File: config.mk
export PLATFORM = sky130hd
export DESIGN_NAME = ppp_capture_record_deframer
export DESIGN_NICKNAME = d
export VERILOG_FILES = /design/src/rtl/pcrd_pkg.sv /design/src/rtl/ppp_capture_record_deframer.sv
export SDC_FILE = /design/constraint.sdc
export NUM_CORES = 1
export LEC_CHECK = 0
export BUFFER_PORTS_ARGS = -buffer_cell sky130_fd_sc_hd__buf_4
export CORE_MARGIN = 2
export CORE_UTILIZATION = 40
export CTS_CLUSTER_DIAMETER = 60
export DETAILED_ROUTE_END_ITERATION = 16
export HOLD_SLACK_MARGIN = 0.1
export PLACE_DENSITY_LB_ADDON = 0.12
export SYNTH_ARGS = -nofsm -noshare
export SYNTH_HDL_FRONTEND = slang
export SYNTH_SLANG_ARGS = --single-unit
File: constraint.sdc
create_clock -name clk -period 13.22 [get_ports clk]
set_clock_uncertainty 0.05 [all_clocks]
set_input_delay 0.661 -clock clk [delete_from_list [all_inputs] [get_ports clk]]
set_output_delay 0.661 -clock clk [all_outputs]
set_load 0.005 [all_outputs]
File: src/rtl/pcrd_pkg.sv
// ----------------------------------------------------------------------------
// pcrd_pkg
// Shared types, codes and helpers for the capture-record deframer.
// ----------------------------------------------------------------------------
package pcrd_pkg;

	// result kinds
	localparam logic [2:0] KIND_DATA      = 3'd0;
	localparam logic [2:0] KIND_FRAME_END = 3'd1;
	localparam logic [2:0] KIND_BAD_ID    = 3'd2;
	localparam logic [2:0] KIND_TOO_LONG  = 3'd3;
	localparam logic [2:0] KIND_TRUNC     = 3'd4;

	// octet stuffing
	localparam logic [7:0] FLAG_BYTE = 8'h7e;
	localparam logic [7:0] ESC_BYTE  = 8'h7d;
	localparam logic [7:0] ESC_XOR   = 8'h20;

	// one result transaction
	typedef struct packed {
		logic [2:0]  kind;
		logic        dir;
		logic [7:0]  data;
		logic [13:0] len;
		logic [63:0] secs;
		logic [3:0]  tenths;
	} res_t;

	// x / 10 by reciprocal multiply, exact for any x below 2560 (quotient fits 8 bits)
	function automatic logic [7:0] div10(input logic [11:0] x);
		logic [27:0] p;
		p = {16'd0, x} * 28'd52429;
		return p[26:19];
	endfunction

endpackage

File: src/rtl/ppp_capture_record_deframer.sv
// ----------------------------------------------------------------------------
// ppp_capture_record_deframer
// Parses a capture-log byte stream and deframes octet-stuffed data per side.
// ----------------------------------------------------------------------------
// Input channel (in_valid/in_ready): one log byte per transaction, or an
// end_of_stream marker. Output channel (out_valid/out_ready): at most one
// result per input byte: a deframed data byte, a frame end with its length
// and the current clock, or an error (bad record id, frame too long,
// truncated record). After an error or end of stream the block halts and
// swallows every later input until reset.
// Throughput: one input byte per cycle while the skid register is empty. The output register plus a one-deep
// skid register keep input flowing while a result waits; in_ready drops
// only while the skid register is occupied.
// Clock steps are divided by ten one log byte at a time as the step value
// arrives; the seconds add is applied in the cycle after the step record.
// Reset (arst_n low) clears the parser, the clock, both frame counters and
// escape flags, and empties the output side.
// ----------------------------------------------------------------------------
module ppp_capture_record_deframer #(
	parameter int MAX_FRAME = 8192
) (
	input  logic        clk,
	input  logic        arst_n,
	input  logic        in_valid,
	output logic        in_ready,
	input  logic [7:0]  in_byte,
	input  logic        end_of_stream,
	output logic        out_valid,
	input  logic        out_ready,
	output logic [2:0]  result_kind,
	output logic        direction,
	output logic [7:0]  out_byte,
	output logic [13:0] frame_length,
	output logic [63:0] time_seconds,
	output logic [3:0]  time_tenths
);
	import pcrd_pkg::*;

	// largest frame, in bytes
	localparam logic [13:0] FRAME_LIMIT = 14'(MAX_FRAME);

	// parser phases
	localparam logic [2:0] PH_ID     = 3'd0;
	localparam logic [2:0] PH_LEN_HI = 3'd1;
	localparam logic [2:0] PH_LEN_LO = 3'd2;
	localparam logic [2:0] PH_DATA   = 3'd3;
	localparam logic [2:0] PH_RESET  = 3'd4;
	localparam logic [2:0] PH_LSTEP  = 3'd5;
	localparam logic [2:0] PH_SSTEP  = 3'd6;

	// record ids
	localparam logic [7:0] ID_SENT   = 8'h01;
	localparam logic [7:0] ID_RECV   = 8'h02;
	localparam logic [7:0] ID_SDELIM = 8'h03;
	localparam logic [7:0] ID_RDELIM = 8'h04;
	localparam logic [7:0] ID_LSTEP  = 8'h05;
	localparam logic [7:0] ID_SSTEP  = 8'h06;
	localparam logic [7:0] ID_RESET  = 8'h07;

	// parser state
	logic [2:0]  phase_q, phase_d;
	logic [15:0] bytes_left_q, bytes_left_d;
	logic        side_q, side_d;
	logic [7:0]  len_hi_q, len_hi_d;
	logic [31:0] step_q, step_d;
	logic [28:0] quo_q, quo_d;
	logic [3:0]  rem_q, rem_d;
	logic [63:0] secs_q, secs_d;
	logic [3:0]  tenths_q, tenths_d;
	logic [1:0]  esc_q, esc_d;
	logic [13:0] cnt_q [2];
	logic [13:0] cnt_d [2];
	logic        halted_q, halted_d;
	logic        pend_v_q, pend_v_d;
	logic [28:0] pend_q, pend_d;
	logic        pend_c_q, pend_c_d;

	// output side
	logic        res_v;
	res_t        res;
	logic        res_v_q, skid_v_q;
	res_t        res_q, skid_q;

	logic        in_fire, out_fire;
	logic [15:0] bl_dec;

	// long step: one base-256 digit of long division per byte
	logic [11:0] lx;
	logic [7:0]  lq;
	logic [11:0] lr_full;
	logic [3:0]  lr;
	logic [28:0] lquo;
	logic [4:0]  lt;
	logic        lcarry;
	logic [4:0]  lt_adj;

	// short step: tenths plus one byte
	logic [11:0] sx;
	logic [7:0]  sq;
	logic [11:0] sr_full;

	// deframe helpers
	logic [13:0] cnt_s;
	logic        esc_s;
	logic [7:0]  byte_x;

	assign in_ready = !skid_v_q;
	assign in_fire  = in_valid && in_ready;
	assign out_fire = res_v_q && out_ready;
	assign bl_dec   = bytes_left_q - 16'd1;

	assign lx      = {rem_q, in_byte};
	assign lq      = div10(lx);
	assign lr_full = lx - 12'(lq) * 12'd10;
	assign lr      = lr_full[3:0];
	assign lquo    = {quo_q[20:0], lq};
	assign lt      = {1'b0, lr} + {1'b0, tenths_q};
	assign lcarry  = (lt >= 5'd10);
	assign lt_adj  = lcarry ? (lt - 5'd10) : lt;

	assign sx      = {8'd0, tenths_q} + {4'd0, in_byte};
	assign sq      = div10(sx);
	assign sr_full = sx - 12'(sq) * 12'd10;

	assign cnt_s  = cnt_q[side_q];
	assign esc_s  = esc_q[side_q];
	assign byte_x = esc_s ? (in_byte ^ ESC_XOR) : in_byte;

	// next state and result
	always_comb begin
		phase_d      = phase_q;
		bytes_left_d = bytes_left_q;
		side_d       = side_q;
		len_hi_d     = len_hi_q;
		step_d       = step_q;
		quo_d        = quo_q;
		rem_d        = rem_q;
		secs_d       = secs_q;
		tenths_d     = tenths_q;
		esc_d        = esc_q;
		cnt_d        = cnt_q;
		halted_d     = halted_q;
		pend_v_d     = 1'b0;
		pend_d       = pend_q;
		pend_c_d     = pend_c_q;
		res_v        = 1'b0;
		res          = '0;

		// deferred seconds add from a clock step
		if (pend_v_q) begin
			secs_d = secs_q + {35'd0, pend_q} + {63'd0, pend_c_q};
		end

		if (in_fire && !halted_q) begin
			if (end_of_stream) begin
				halted_d = 1'b1;
				if (phase_q != PH_ID) begin
					res_v    = 1'b1;
					res.kind = KIND_TRUNC;
				end
			end else begin
				unique case (phase_q)
					PH_ID: begin
						unique case (in_byte) inside
							ID_SENT, ID_RECV: begin
								side_d  = (in_byte == ID_RECV);
								phase_d = PH_LEN_HI;
							end
							ID_SDELIM, ID_RDELIM: begin
							end
							ID_LSTEP: begin
								quo_d        = '0;
								rem_d        = '0;
								bytes_left_d = 16'd4;
								phase_d      = PH_LSTEP;
							end
							ID_SSTEP: begin
								phase_d = PH_SSTEP;
							end
							ID_RESET: begin
								step_d       = '0;
								bytes_left_d = 16'd4;
								phase_d      = PH_RESET;
							end
							default: begin
								halted_d = 1'b1;
								res_v    = 1'b1;
								res.kind = KIND_BAD_ID;
								res.data = in_byte;
							end
						endcase
					end
					PH_LEN_HI: begin
						len_hi_d = in_byte;
						phase_d  = PH_LEN_LO;
					end
					PH_LEN_LO: begin
						bytes_left_d = {len_hi_q, in_byte};
						phase_d      = ({len_hi_q, in_byte} == 16'd0) ? PH_ID : PH_DATA;
					end
					PH_DATA: begin
						bytes_left_d = bl_dec;
						if (bl_dec == 16'd0) begin
							phase_d = PH_ID;
						end
						// per-side deframing
						if (in_byte == FLAG_BYTE) begin
							if (cnt_s != 14'd0) begin
								esc_d[side_q] = 1'b0;
								cnt_d[side_q] = '0;
								res_v         = 1'b1;
								res.kind      = KIND_FRAME_END;
								res.dir       = side_q;
								res.len       = cnt_s;
								res.secs      = secs_q;
								res.tenths    = tenths_q;
							end
						end else if (in_byte == ESC_BYTE && !esc_s) begin
							esc_d[side_q] = 1'b1;
						end else begin
							esc_d[side_q] = 1'b0;
							res_v         = 1'b1;
							res.dir       = side_q;
							res.data      = byte_x;
							if (cnt_s >= FRAME_LIMIT) begin
								halted_d = 1'b1;
								res.kind = KIND_TOO_LONG;
							end else begin
								cnt_d[side_q] = cnt_s + 14'd1;
								res.kind      = KIND_DATA;
							end
						end
					end
					PH_RESET, PH_LSTEP: begin
						step_d       = {step_q[23:0], in_byte};
						quo_d        = lquo;
						rem_d        = lr;
						bytes_left_d = bl_dec;
						if (bl_dec == 16'd0) begin
							phase_d = PH_ID;
							if (phase_q == PH_RESET) begin
								secs_d   = {32'd0, step_q[23:0], in_byte};
								tenths_d = '0;
							end else begin
								tenths_d = lt_adj[3:0];
								pend_v_d = 1'b1;
								pend_d   = lquo;
								pend_c_d = lcarry;
							end
						end
					end
					PH_SSTEP: begin
						tenths_d = sr_full[3:0];
						pend_v_d = 1'b1;
						pend_d   = {21'd0, sq};
						pend_c_d = 1'b0;
						phase_d  = PH_ID;
					end
					default: begin
						phase_d = PH_ID;
					end
				endcase
			end
		end
	end

	// parser registers
	always_ff @(posedge clk or negedge arst_n) begin
		if (!arst_n) begin
			phase_q      <= PH_ID;
			bytes_left_q <= '0;
			side_q       <= 1'b0;
			len_hi_q     <= '0;
			step_q       <= '0;
			quo_q        <= '0;
			rem_q        <= '0;
			secs_q       <= '0;
			tenths_q     <= '0;
			esc_q        <= '0;
			cnt_q[0]     <= '0;
			cnt_q[1]     <= '0;
			halted_q     <= 1'b0;
			pend_v_q     <= 1'b0;
			pend_q       <= '0;
			pend_c_q     <= 1'b0;
		end else begin
			phase_q      <= phase_d;
			bytes_left_q <= bytes_left_d;
			side_q       <= side_d;
			len_hi_q     <= len_hi_d;
			step_q       <= step_d;
			quo_q        <= quo_d;
			rem_q        <= rem_d;
			secs_q       <= secs_d;
			tenths_q     <= tenths_d;
			esc_q        <= esc_d;
			cnt_q[0]     <= cnt_d[0];
			cnt_q[1]     <= cnt_d[1];
			halted_q     <= halted_d;
			pend_v_q     <= pend_v_d;
			pend_q       <= pend_d;
			pend_c_q     <= pend_c_d;
		end
	end

	// output and skid valid flags
	always_ff @(posedge clk or negedge arst_n) begin
		if (!arst_n) begin
			res_v_q  <= 1'b0;
			skid_v_q <= 1'b0;
		end else if (skid_v_q) begin
			if (out_fire) begin
				skid_v_q <= 1'b0;
			end
		end else if (res_v) begin
			if (!res_v_q || out_fire) begin
				res_v_q <= 1'b1;
			end else begin
				skid_v_q <= 1'b1;
			end
		end else if (out_fire) begin
			res_v_q <= 1'b0;
		end
	end

	// output and skid payload
	always_ff @(posedge clk) begin
		if (skid_v_q) begin
			if (out_fire) begin
				res_q <= skid_q;
			end
		end else if (res_v) begin
			if (!res_v_q || out_fire) begin
				res_q <= res;
			end else begin
				skid_q <= res;
			end
		end
	end

	assign out_valid    = res_v_q;
	assign result_kind  = res_q.kind;
	assign direction    = res_q.dir;
	assign out_byte     = res_q.data;
	assign frame_length = res_q.len;
	assign time_seconds = res_q.secs;
	assign time_tenths  = res_q.tenths;

endmodule

; After elaboration in Yosys (flattened, before gate mapping)
; Cells that the tools add are included.
[totals]
input_bits = 13
ff_bits = 397
output_inout_bits = 96
[op_classes]
n_eq_ne = 31
multipliers = 4
addsub = 9
reduce_logical = 42
mux = 93
n_bitwise = 10
n_lt_le_gt_ge = 6
[ops]
columns = op, count
row1 = $mux 94, 5
row2 = $mux 64, 6
row3 = $mux 82, 3
row4 = $mux 28, 4
row5 = $mux 91, 1
row6 = $add 64x1->64, 1
row7 = $add 64x29->64, 1
row8 = $mux 29, 2
row9 = $pmux 29 s2, 1
row10 = $mux 14, 4
row11 = $pmux 16 s3, 1
row12 = $pmux 24 s2, 1
row13 = $pmux 21 s2, 1
row14 = $eq 8x3->1 const B, 4
row15 = $logic_not 16->1, 2
row16 = $mux 1, 29
row17 = $and 28x28->28, 1
row18 = $bwmux 28, 1
row19 = $not 28->28, 1
row20 = $reduce_and 4->1, 7
row21 = $mul 12x16->27 const B, 1
row22 = $mul 9x16->25 const B, 1
row23 = $mux 24, 1
row24 = $pmux 3 s4, 2
row25 = other kinds (56), 114

; Logic depth before layout (Yosys ltp)
; Gate-level depths: netlist (run 1).
[depth]
ltp_word = 14
depth_mapped = 29
ltp_nobuf = 29

; Least setup slack after synthesis (run 1)
; Ideal clock, no wire load.
[synth_timing]
path_kind = input-to-reg
start = input port in_byte[7]
end = register tenths_q[2]
slack_ns = 6.609
path_buffers = 0
arrival_ns = 6.496
path_stages = 28
setup_ns = 0.065
path_cell_list = inv_1 > ha_1 > inv_1 > fa_1 > fa_1 > inv_1 > fa_1 > inv_1 > fa_1 > inv_1 > ha_1 > a211oi_1 > nand2_1 > nor3_1 > o31ai_1 > xor2_1 > ha_1 > inv_1 > ha_1 > o21bai_1 > xnor2_1 > xnor2_1 > ha_1 > xor2_1 > a21o_1 > mux2_2 > o221ai_1 > o21a_1
[synth_between]
elab_chain_cells = 9
elab_cells_between_ends = 14
cone_classes = 5 x add/sub / 4 x mul / 1 x order compare / 4 x mux
[synth_rtl]
columns = item, line
row1 = from (decl), ppp_capture_record_deframer.sv:26  ; input logic [7:0] in_byte,
row2 = $mul 12x16->27, pcrd_pkg.sv:32  ; p = {16'd0, x} * 28'd52429;
row3 = $mul 8x3->3, ppp_capture_record_deframer.sv:114  ; assign lr_full = lx - 12'(lq) * 12'd10;
row4 = $sub 4x4->4, ppp_capture_record_deframer.sv:114
row5 = $add 4x4->5, ppp_capture_record_deframer.sv:117  ; assign lt = {1'b0, lr} + {1'b0, tenths_q};
row6 = $sub 4x4->4 or $ge 5x4->1 (tied branches), "ppp_capture_record_deframer.sv:119, ppp_capture_record_deframer.sv:118"
row7 = $mux 4, ppp_capture_record_deframer.sv:119  ; assign lt_adj = lcarry ? (lt - 5'd10) : lt;
row8 = $mux 4, ppp_capture_record_deframer.sv:241  ; if (phase_q == PH_RESET) begin
row9 = $mux 4, ppp_capture_record_deframer.sv:239  ; if (bl_dec == 16'd0) begin
row10 = $pmux 4 s2 (*), ppp_capture_record_deframer.sv:162  ; unique case (phase_q)
row11 = to (signal assigned), ppp_capture_record_deframer.sv:295  ; tenths_q <= tenths_d;
row12 = to (decl), ppp_capture_record_deframer.sv:69  ; logic [3:0] tenths_q, tenths_d;
; Every way passes the cells marked *; elsewhere a longest branch is shown, timed or not. The select of a mux whose other input is x is not followed.
; A chain may end at the register's enable or synchronous reset.

; Worst setup path in the final report (run 1)
[layout_timing]
start = register rem_q[2]
end = register tenths_q[2]
[layout_between]
elab_chain_cells = 9
elab_cells_between_ends = 10
cone_classes = 3 x add/sub / 2 x mul / 1 x order compare / 4 x mux
[layout_rtl]
columns = item, line
row1 = from (decl), ppp_capture_record_deframer.sv:67  ; logic [3:0] rem_q, rem_d;
row2 = from (signal assigned), ppp_capture_record_deframer.sv:293  ; rem_q <= rem_d;
row3 = $mul 12x16->27 (*), pcrd_pkg.sv:32
row4 = $mul 8x3->3 (*), ppp_capture_record_deframer.sv:114
row5 = $sub 4x4->4 (*), ppp_capture_record_deframer.sv:114
row6 = $add 4x4->5 (*), ppp_capture_record_deframer.sv:117
row7 = $sub 4x4->4 or $ge 5x4->1 (tied branches), "ppp_capture_record_deframer.sv:119, ppp_capture_record_deframer.sv:118"
row8 = $mux 4 (*), ppp_capture_record_deframer.sv:119
row9 = $mux 4 (*), ppp_capture_record_deframer.sv:241
row10 = $mux 4 (*), ppp_capture_record_deframer.sv:239
row11 = $pmux 4 s2 (*), ppp_capture_record_deframer.sv:162
; Marks and branches as above.

==> results.md, run 1 <==
- Top delay family on crit path: adder cells
- Worst Path Required: 13680 ps
- Syn Nets: 2474
- CP max stage delay: 580 ps
- CP endpoint kind: flop
- Area growth from synthesis to layout: 13.1%
- Full die area: 59900 µm²
- Async set-reset flop share out of synthesis: 52.6%
- Post-CTS setup buffer count: 0
- H-Tree Depth: 2
- Critical Path End: tenths_q[2]$_DFFE_PN0P_
- Initial DRC count: 921
- Routed vias: 16300
- Drt wl/cell: 18.7 µm
- Final setup fails: 0
- Final Slew Violations: 0
- Leakage: 12.3 nW
- Synth unique cells: 70
- Kind of critical path: reg2reg
- IO Port Bufs: 108
- DRT Wirelength: 58100 µm
- Status: finished clean
- Clock-pin slew on the worst setup and hold paths: 60 ps
- Slowest cell on the critical path: fa_1
- Final number of hold-violating endpoints: 0
- Unrepaired setup endpoints after global routing: no
- Yosys Warn Count: 0
- PD cells: 256 nW/µm²
- Nets: 2556
- DRT Pass-1 Iters: 5
- CTS tree: done
- Synth Flop Type: dfrtp_1
- Post-CTS resize count: 0
- Worst-skew pair later-pin latency: 580 ps
- Initial antenna violation count: 0
- Max layer used: met4
- Synth Instances: 2216
- Core area: 57500 µm²
- Die W: 245 µm
- Max-cap viol count: 0
- FF-to-FF path depth: 27
- Register-to-register setup slack: 6010 ps
- Largest net degree at the start of global routing: 106
- Clock root buffer: clkbuf_16
- Post-DRT Antenna Nets: 0
- Vias in the first global route: 16600
- Via-per-instance ratio: 5.27
- Vert. Die Dim: 245 µm
- GRT Residual Overflow: 0
- Critical Path Start Type: flop
- Initial Util: 40.4%
- Period utilization: 54.5%
- Routed met3 length: 1870 µm
- Syn Area/Cell: 10.5 µm²
- R2R Path Start: rem_q[2]$_DFFE_PN0P_
- Gr usage total: 19.5%
- Layout cells sized above 1: 10.1%
- CP Buf/Inv Count: 5
- Row count: 88
- Seq/Total Area, Yosys: 46.9%
- Final GP Congestion: 0.858
- Fillcell total: 5476
- Ant. Diodes: 0
- CTS sink cnt: 397
- Final setup TNS: 0 ps
- Final min period: 7210 ps
- Power Total: 6.71 mW
- Hpwl dp: 42200 µm
- Routed length on met2: 28500 µm
- Post-Syn Area: 23200 µm²
- Fmax: 139 MHz
- Max rail drop VDD: 0.519 mV
- First-pass GRT wire length: 93100 µm
- FF-to-FF End: tenths_q[2]$_DFFE_PN0P_
- Crit. path cell count: 27
- Setup crit start: rem_q[2]$_DFFE_PN0P_
- Hold Path Class: in2async
- WP data arrival: 7670 ps
- Slew margin rel.: 22.9%
- CTS Hold Bufs: 0
- Ports: 109
- Drc violations: 0
- EDFF count, synth: 188
- Worst-path maximum fanout: 5
- CTS Buffer Depth: 3
- Least-Margin Pin Slew: 1150 ps
- Yosys reg bits: 397
- Inserted Clock Buffers: 45
- WL met1: 26400 µm
## final cells by class
cell class / count / area, µm² / share of cell area, %
Timing Repair Buffer: 127 / 960 / 3.66
Sequential cell: 397 / 10900 / 41.5
Multi-Input combinational cell: 1531 / 11200 / 42.9
Clock buffer: 64 / 1250 / 4.75
Clock inverter: 20 / 214 / 0.815
Tap cell: 765 / 957 / 3.65
Inverter: 196 / 736 / 2.80
## worst register-to-register path: cells and delay by family, from the launching register on
family / cells / cell delay, ps
flops: 1 / 480
simple gates: 2 / 420
xor+xnor: 4 / 1090
compound gates: 6 / 1040
fa+ha+maj: 9 / 3450
buf+inv: 5 / 270
mux: 1 / 350
## synthesized netlist by cell type (9+ instances only)
library cell / count / area share (%)
dfrtp_1: 209 / 23
nand2b_1: 9 / 0.24
xor2_1: 30 / 1.1
a21o_1: 114 / 3.7
inv_1: 193 / 3.1
o31ai_1: 13 / 0.42
nand4_1: 15 / 0.40
nand2_1: 222 / 3.6
nor4_1: 21 / 0.57
edfxtp_1: 188 / 24
ha_1: 175 / 9.4
o21a_1: 15 / 0.49
or3_1: 9 / 0.24
xnor2_1: 75 / 2.8
a211oi_1: 10 / 0.32
a21oi_1: 105 / 2.3
mux2_2: 11 / 0.53
o21ai_0: 96 / 2.1
nor2_1: 155 / 2.5
and3_1: 10 / 0.27
nor3_1: 47 / 1.0
nor4_2: 9 / 0.49
mux2i_1: 33 / 1.4
o211ai_1: 9 / 0.29
clkbuf_1: 78 / 1.3
a32oi_1: 9 / 0.34
nor2b_1: 14 / 0.38
nand3_1: 85 / 1.8
fa_1: 70 / 6.0
and2_1: 71 / 1.9
## report_power, final
group,leakage [nW],total (mW),switching [mW],internal (mW)
clock,0.712,1.24,0.518,0.722
combinational,7.33,3.87,2.20,1.67
sequential,4.26,1.60,0.107,1.49
total,12.3,6.71,2.82,3.88
## per-stage QoR
stage	std cells	hold slack (ps)	worst slack [ps]	utilization, %	instance area (µm²)
floorplan	2216	315	6610	-	23200
global placement	3016	402	5770	43.1	24800
CTS	3100	152	6040	45.7	26200
finish	3100	113	6010	45.7	26200
detailed placement	3016	407	5640	43.1	24800
global route	3100	177	5550	45.7	26200
## cells in the final DEF (no fill, tap or decap), types with 46 or more instances in the layout
cell type	n
fa_1	70
xnor2_1	75
o21ai_0	96
nand2_1	222
nor2_1	151
a21o_1	114
a21oi_1	105
and2_1	71
buf_4	126
inv_1	193
ha_1	175
dfrtp_1	208
nor3_1	46
nand3_1	85
edfxtp_1	188
## layer usage
layer,vias up,GRT usage (%)
met3,85,2.62
li1,7874,-
met1,8104,26.2
met2,275,33.2
met5,-,0
met4,0,5.24
## how the worst min path moves through the flow
stage	start	to	cells after the start
2_1_floorplan	arst_n	asynchronous set/reset pin	0
3_3_place_gp	quo_q[20]$_DFFE_PN0P_	quo_q[20]$_DFFE_PN0P_	2
3_5_place_dp	quo_q[17]$_DFFE_PN0P_	quo_q[17]$_DFFE_PN0P_	2
4_1_cts	arst_n	secs_q[54]$_DFF_PN0_	1
5_1_grt	arst_n	secs_q[53]$_DFF_PN0_	1
6_report	arst_n	secs_q[53]$_DFF_PN0_	1
## sequential cells by signal (all words and copies together) (netlist names), 3 cells and up, named ones only
name,count
skid_q,94
secs_q,64
time_seconds,64
pend_q,29
cnt_q,28
step_q,24
quo_q,21
bytes_left_q,16
frame_length,14
len_hi_q,8
out_byte,8
rem_q,4
tenths_q,4
time_tenths,4
phase_q,3
result_kind,3
## logic make-up after synthesis
| family | share of synthesized area (%) |
|---|---|
| xor+xnor | 3.96 |
| flops | 46.9 |
| simple gates | 13.9 |
| mux | 2.61 |
| buf+inv | 4.79 |
| fa+ha+maj | 15.5 |
| compound gates | 12.4 |
(Power assumes the default switching activity.)
==> inputs of run 2 (changes only) <==
ABC_AREA = 1   (was default)
clock period = 7.3 ns   (was 13.22 ns; I/O delays follow)
==> results.md, run 2 <==
- Status: finished clean
- CTS sink cnt: 397
- Initial antenna violation count: 0
- Period utilization: 93.2%
- Slew margin rel.: 27.2%
- Final Slew Violations: 0
- Unrepaired setup endpoints after global routing: no
- Drt wl/cell: 17.5 µm
- Hold Path Class: in2reg
- Final GP Congestion: 0.925
- Inserted Clock Buffers: 52
- Initial DRC count: 1554
- Final number of hold-violating endpoints: 0
- GRT Residual Overflow: 0
- Largest Register: skid_q
- Vert. Die Dim: 257 µm
- Commonest non-fill, non-tap cell in the layout: nand2_1
- Final worst slack: 495 ps
- Row count: 92
- H-Tree Depth: 2
- DP Worst Slack: 426 ps
- IO Port Bufs: 108
- Full die area: 66200 µm²
- Seq/Total Area, Yosys: 42.4%
- Post-DRT Antenna Nets: 0
- Count leader, synth: nand2_1
- Crit. path cell count: 33
- Fmax: 147 MHz
- Cell Area, Placed: 27300 µm²
- Xor and xnor fraction of the mapped netlist area: 1.19%
- Non-filler instance count after layout: 4180
- Max-cap viol count: 0
- Syn Area/Cell: 8.08 µm²
- Die W: 257 µm
- Simple-gate portion of the synthesized area: 23.0%
- Commonest non-fill, non-tap cells in the layout: nand2_1 (776), inv_1 (521), nor2_1 (323), o21ai_0 (243), dfrtp_1 (207)
- Kind of critical path: in2reg
- Most common library cells after synthesis: nand2_1 (777), inv_1 (523), nor2_1 (324)
- EDFF count, synth: 188
- Max reg flops: 94
- WP data arrival: 7220 ps
- Core area: 63200 µm²
- Synth Instances: 3177
- PD cells: 247 nW/µm²
- CP Buf/Inv Count: 9
- Worst-path maximum fanout: 9
- Drc violations: 0
- Nets: 3549
- Layout cells sized above 1: 8.10%
- Worst-skew pair later-pin latency: 610 ps
- Critical Path Start Type: input port
- Final setup fails: 0
- Fin area: 29300 µm²
- Dpl cells: 4071
- Hpwl dp: 55300 µm
- Slowest cell on the critical path: fa_1
- Syn Nets: 3435
- WHS: 146 ps
- DRT Pass-1 Iters: 5
- Share of the synthesized area in the top cell type: 22.0%
- Comb pwr share: 30.2%
- Post-Syn Area: 25700 µm²
- DRT Wirelength: 73100 µm
- Core Util, Final: 46.3%
- CP endpoint kind: flop
- FF-to-FF path depth: 26
- Hold depth: 3
- Synth Area in Adders: 14.0%
- Ports: 109
- Leakage: 14.1 nW
- Least-Margin Pin Slew: 1090 ps
- Vias in the first global route: 20900
- Max rail drop VDD: 0.211 mV
- Psw: 2.42 mW
- Top delay family on crit path: adder cells
- Synth Flop Type: dfrtp_1
- Final setup TNS: 0 ps
- Synth unique cells: 52
- Mux cell area share after synthesis: 0%
- Synth top area cells: edfxtp_1 (22%), dfrtp_1 (20%), nand2_1 (11%)
- Power Total: 7.24 mW
- Initial Util: 40.6%
- Routed vias: 21300
- Sequential share of power: 32.2%
- Async set-reset flop share out of synthesis: 52.6%
- Largest net degree at the start of global routing: 93
- First-pass GRT wire length: 117000 µm
- Clock root buffer: clkbuf_16
- Gr usage total: 22.1%
- Area growth from synthesis to layout: 14.1%
- Post-synth top area cell: edfxtp_1
- Clock-pin slew on the worst setup and hold paths: 50 ps
- Worst Path Required: 7710 ps
- CTS tree: done
- Yosys Warn Count: 0
- Ant. Diodes: 0
- Final min period: 6810 ps
- Yosys reg bits: 397
- P_int: 4.81 mW
- CTS Buffer Depth: 3
- Via-per-instance ratio: 5.09
- CP max stage delay: 550 ps
- Largest family of logic cells by synthesized area: simple AND/OR/NAND/NOR gates
- Switching Share: 33.5%
- Synth Area in Compound Gates: 9.90%
- Most numerous cell on the critical path: inv_1
- Clock Power Share: 37.7%
run 2: final cells by class:
class / count / area (µm²)
timing repair buffer: 140 / 1110
fill: 6239 / 33900
sequential: 397 / 10900
clock buffer: 65 / 1440
tap: 846 / 1060
multi-input combinational: 2162 / 12400
inverter: 538 / 2030
clock inverter: 32 / 408
run 2: logic make-up after synthesis:
kind of cell / Yosys count
buffers and inverters: 618
adders and majority gates: 245
and+or+nand+nor: 1418
DFF: 397
xor gates and xnor gates: 35
AOI/OAI and AO/OA: 464
run 2: final timing paths:
path | startpoint | endpoint | slack, ps
hold / removal | in_byte[3] | len_hi_q[3]$_DFFE_PN0P_ | 150
setup reg to reg | rem_q[2]$_DFFE_PN0P_ | tenths_q[1]$_DFFE_PN0P_ | 720
min in group asynchronous | arst_n | quo_q[10]$_DFFE_PN0P_ | 260
setup / recovery | in_byte[6] | tenths_q[1]$_DFFE_PN0P_ | 490
max in group asynchronous | arst_n | skid_v_q$_DFF_PN0_ | 5430
hold reg to reg | cnt_q[11]$_DFFE_PN0P_ | cnt_q[11]$_DFFE_PN0P_ | 420
run 2: worst register-to-register path: cells and delay by family (launching register included):
kind                       cells  cell delay, ps
DFF                            1             420
and+or+nand+nor                5             720
xor gates and xnor gates       3             570
AOI/OAI and AO/OA              5             640
buffers and inverters          4             260
adders and majority gates      9            3780
run 2: layer usage:
metal / vias to the layer above / GRT usage (%) / share of wire, %
li1: 10500 / - / -
met1: 10200 / 32.4 / 49
met2: 486 / 35.0 / 45
met3: 105 / 2.43 / 4.5
met4: 0 / 5.30 / 2.1
met5: - / 0 / 0
run 2: power groups by stage:
stage | sequential [mW] | clock [mW] | combinational (mW)
floorplan | 2.37 | 0 | 1.58
global placement | 2.37 | 0 | 2.09
detailed placement | 2.37 | 0 | 2.12
CTS | 2.33 | 2.79 | 2.14
global route | 2.33 | 2.88 | 2.49
finish | 2.33 | 2.73 | 2.18
run 2: timing repair:
item / 4_1_cts / 5_1_grt
hold buffers: 9 / 0
hold endpoints to repair: 81 / 0
resized for setup: 0 / 5
endpoints found under the setup margin: 0 / 2
setup buffers: 0 / 3
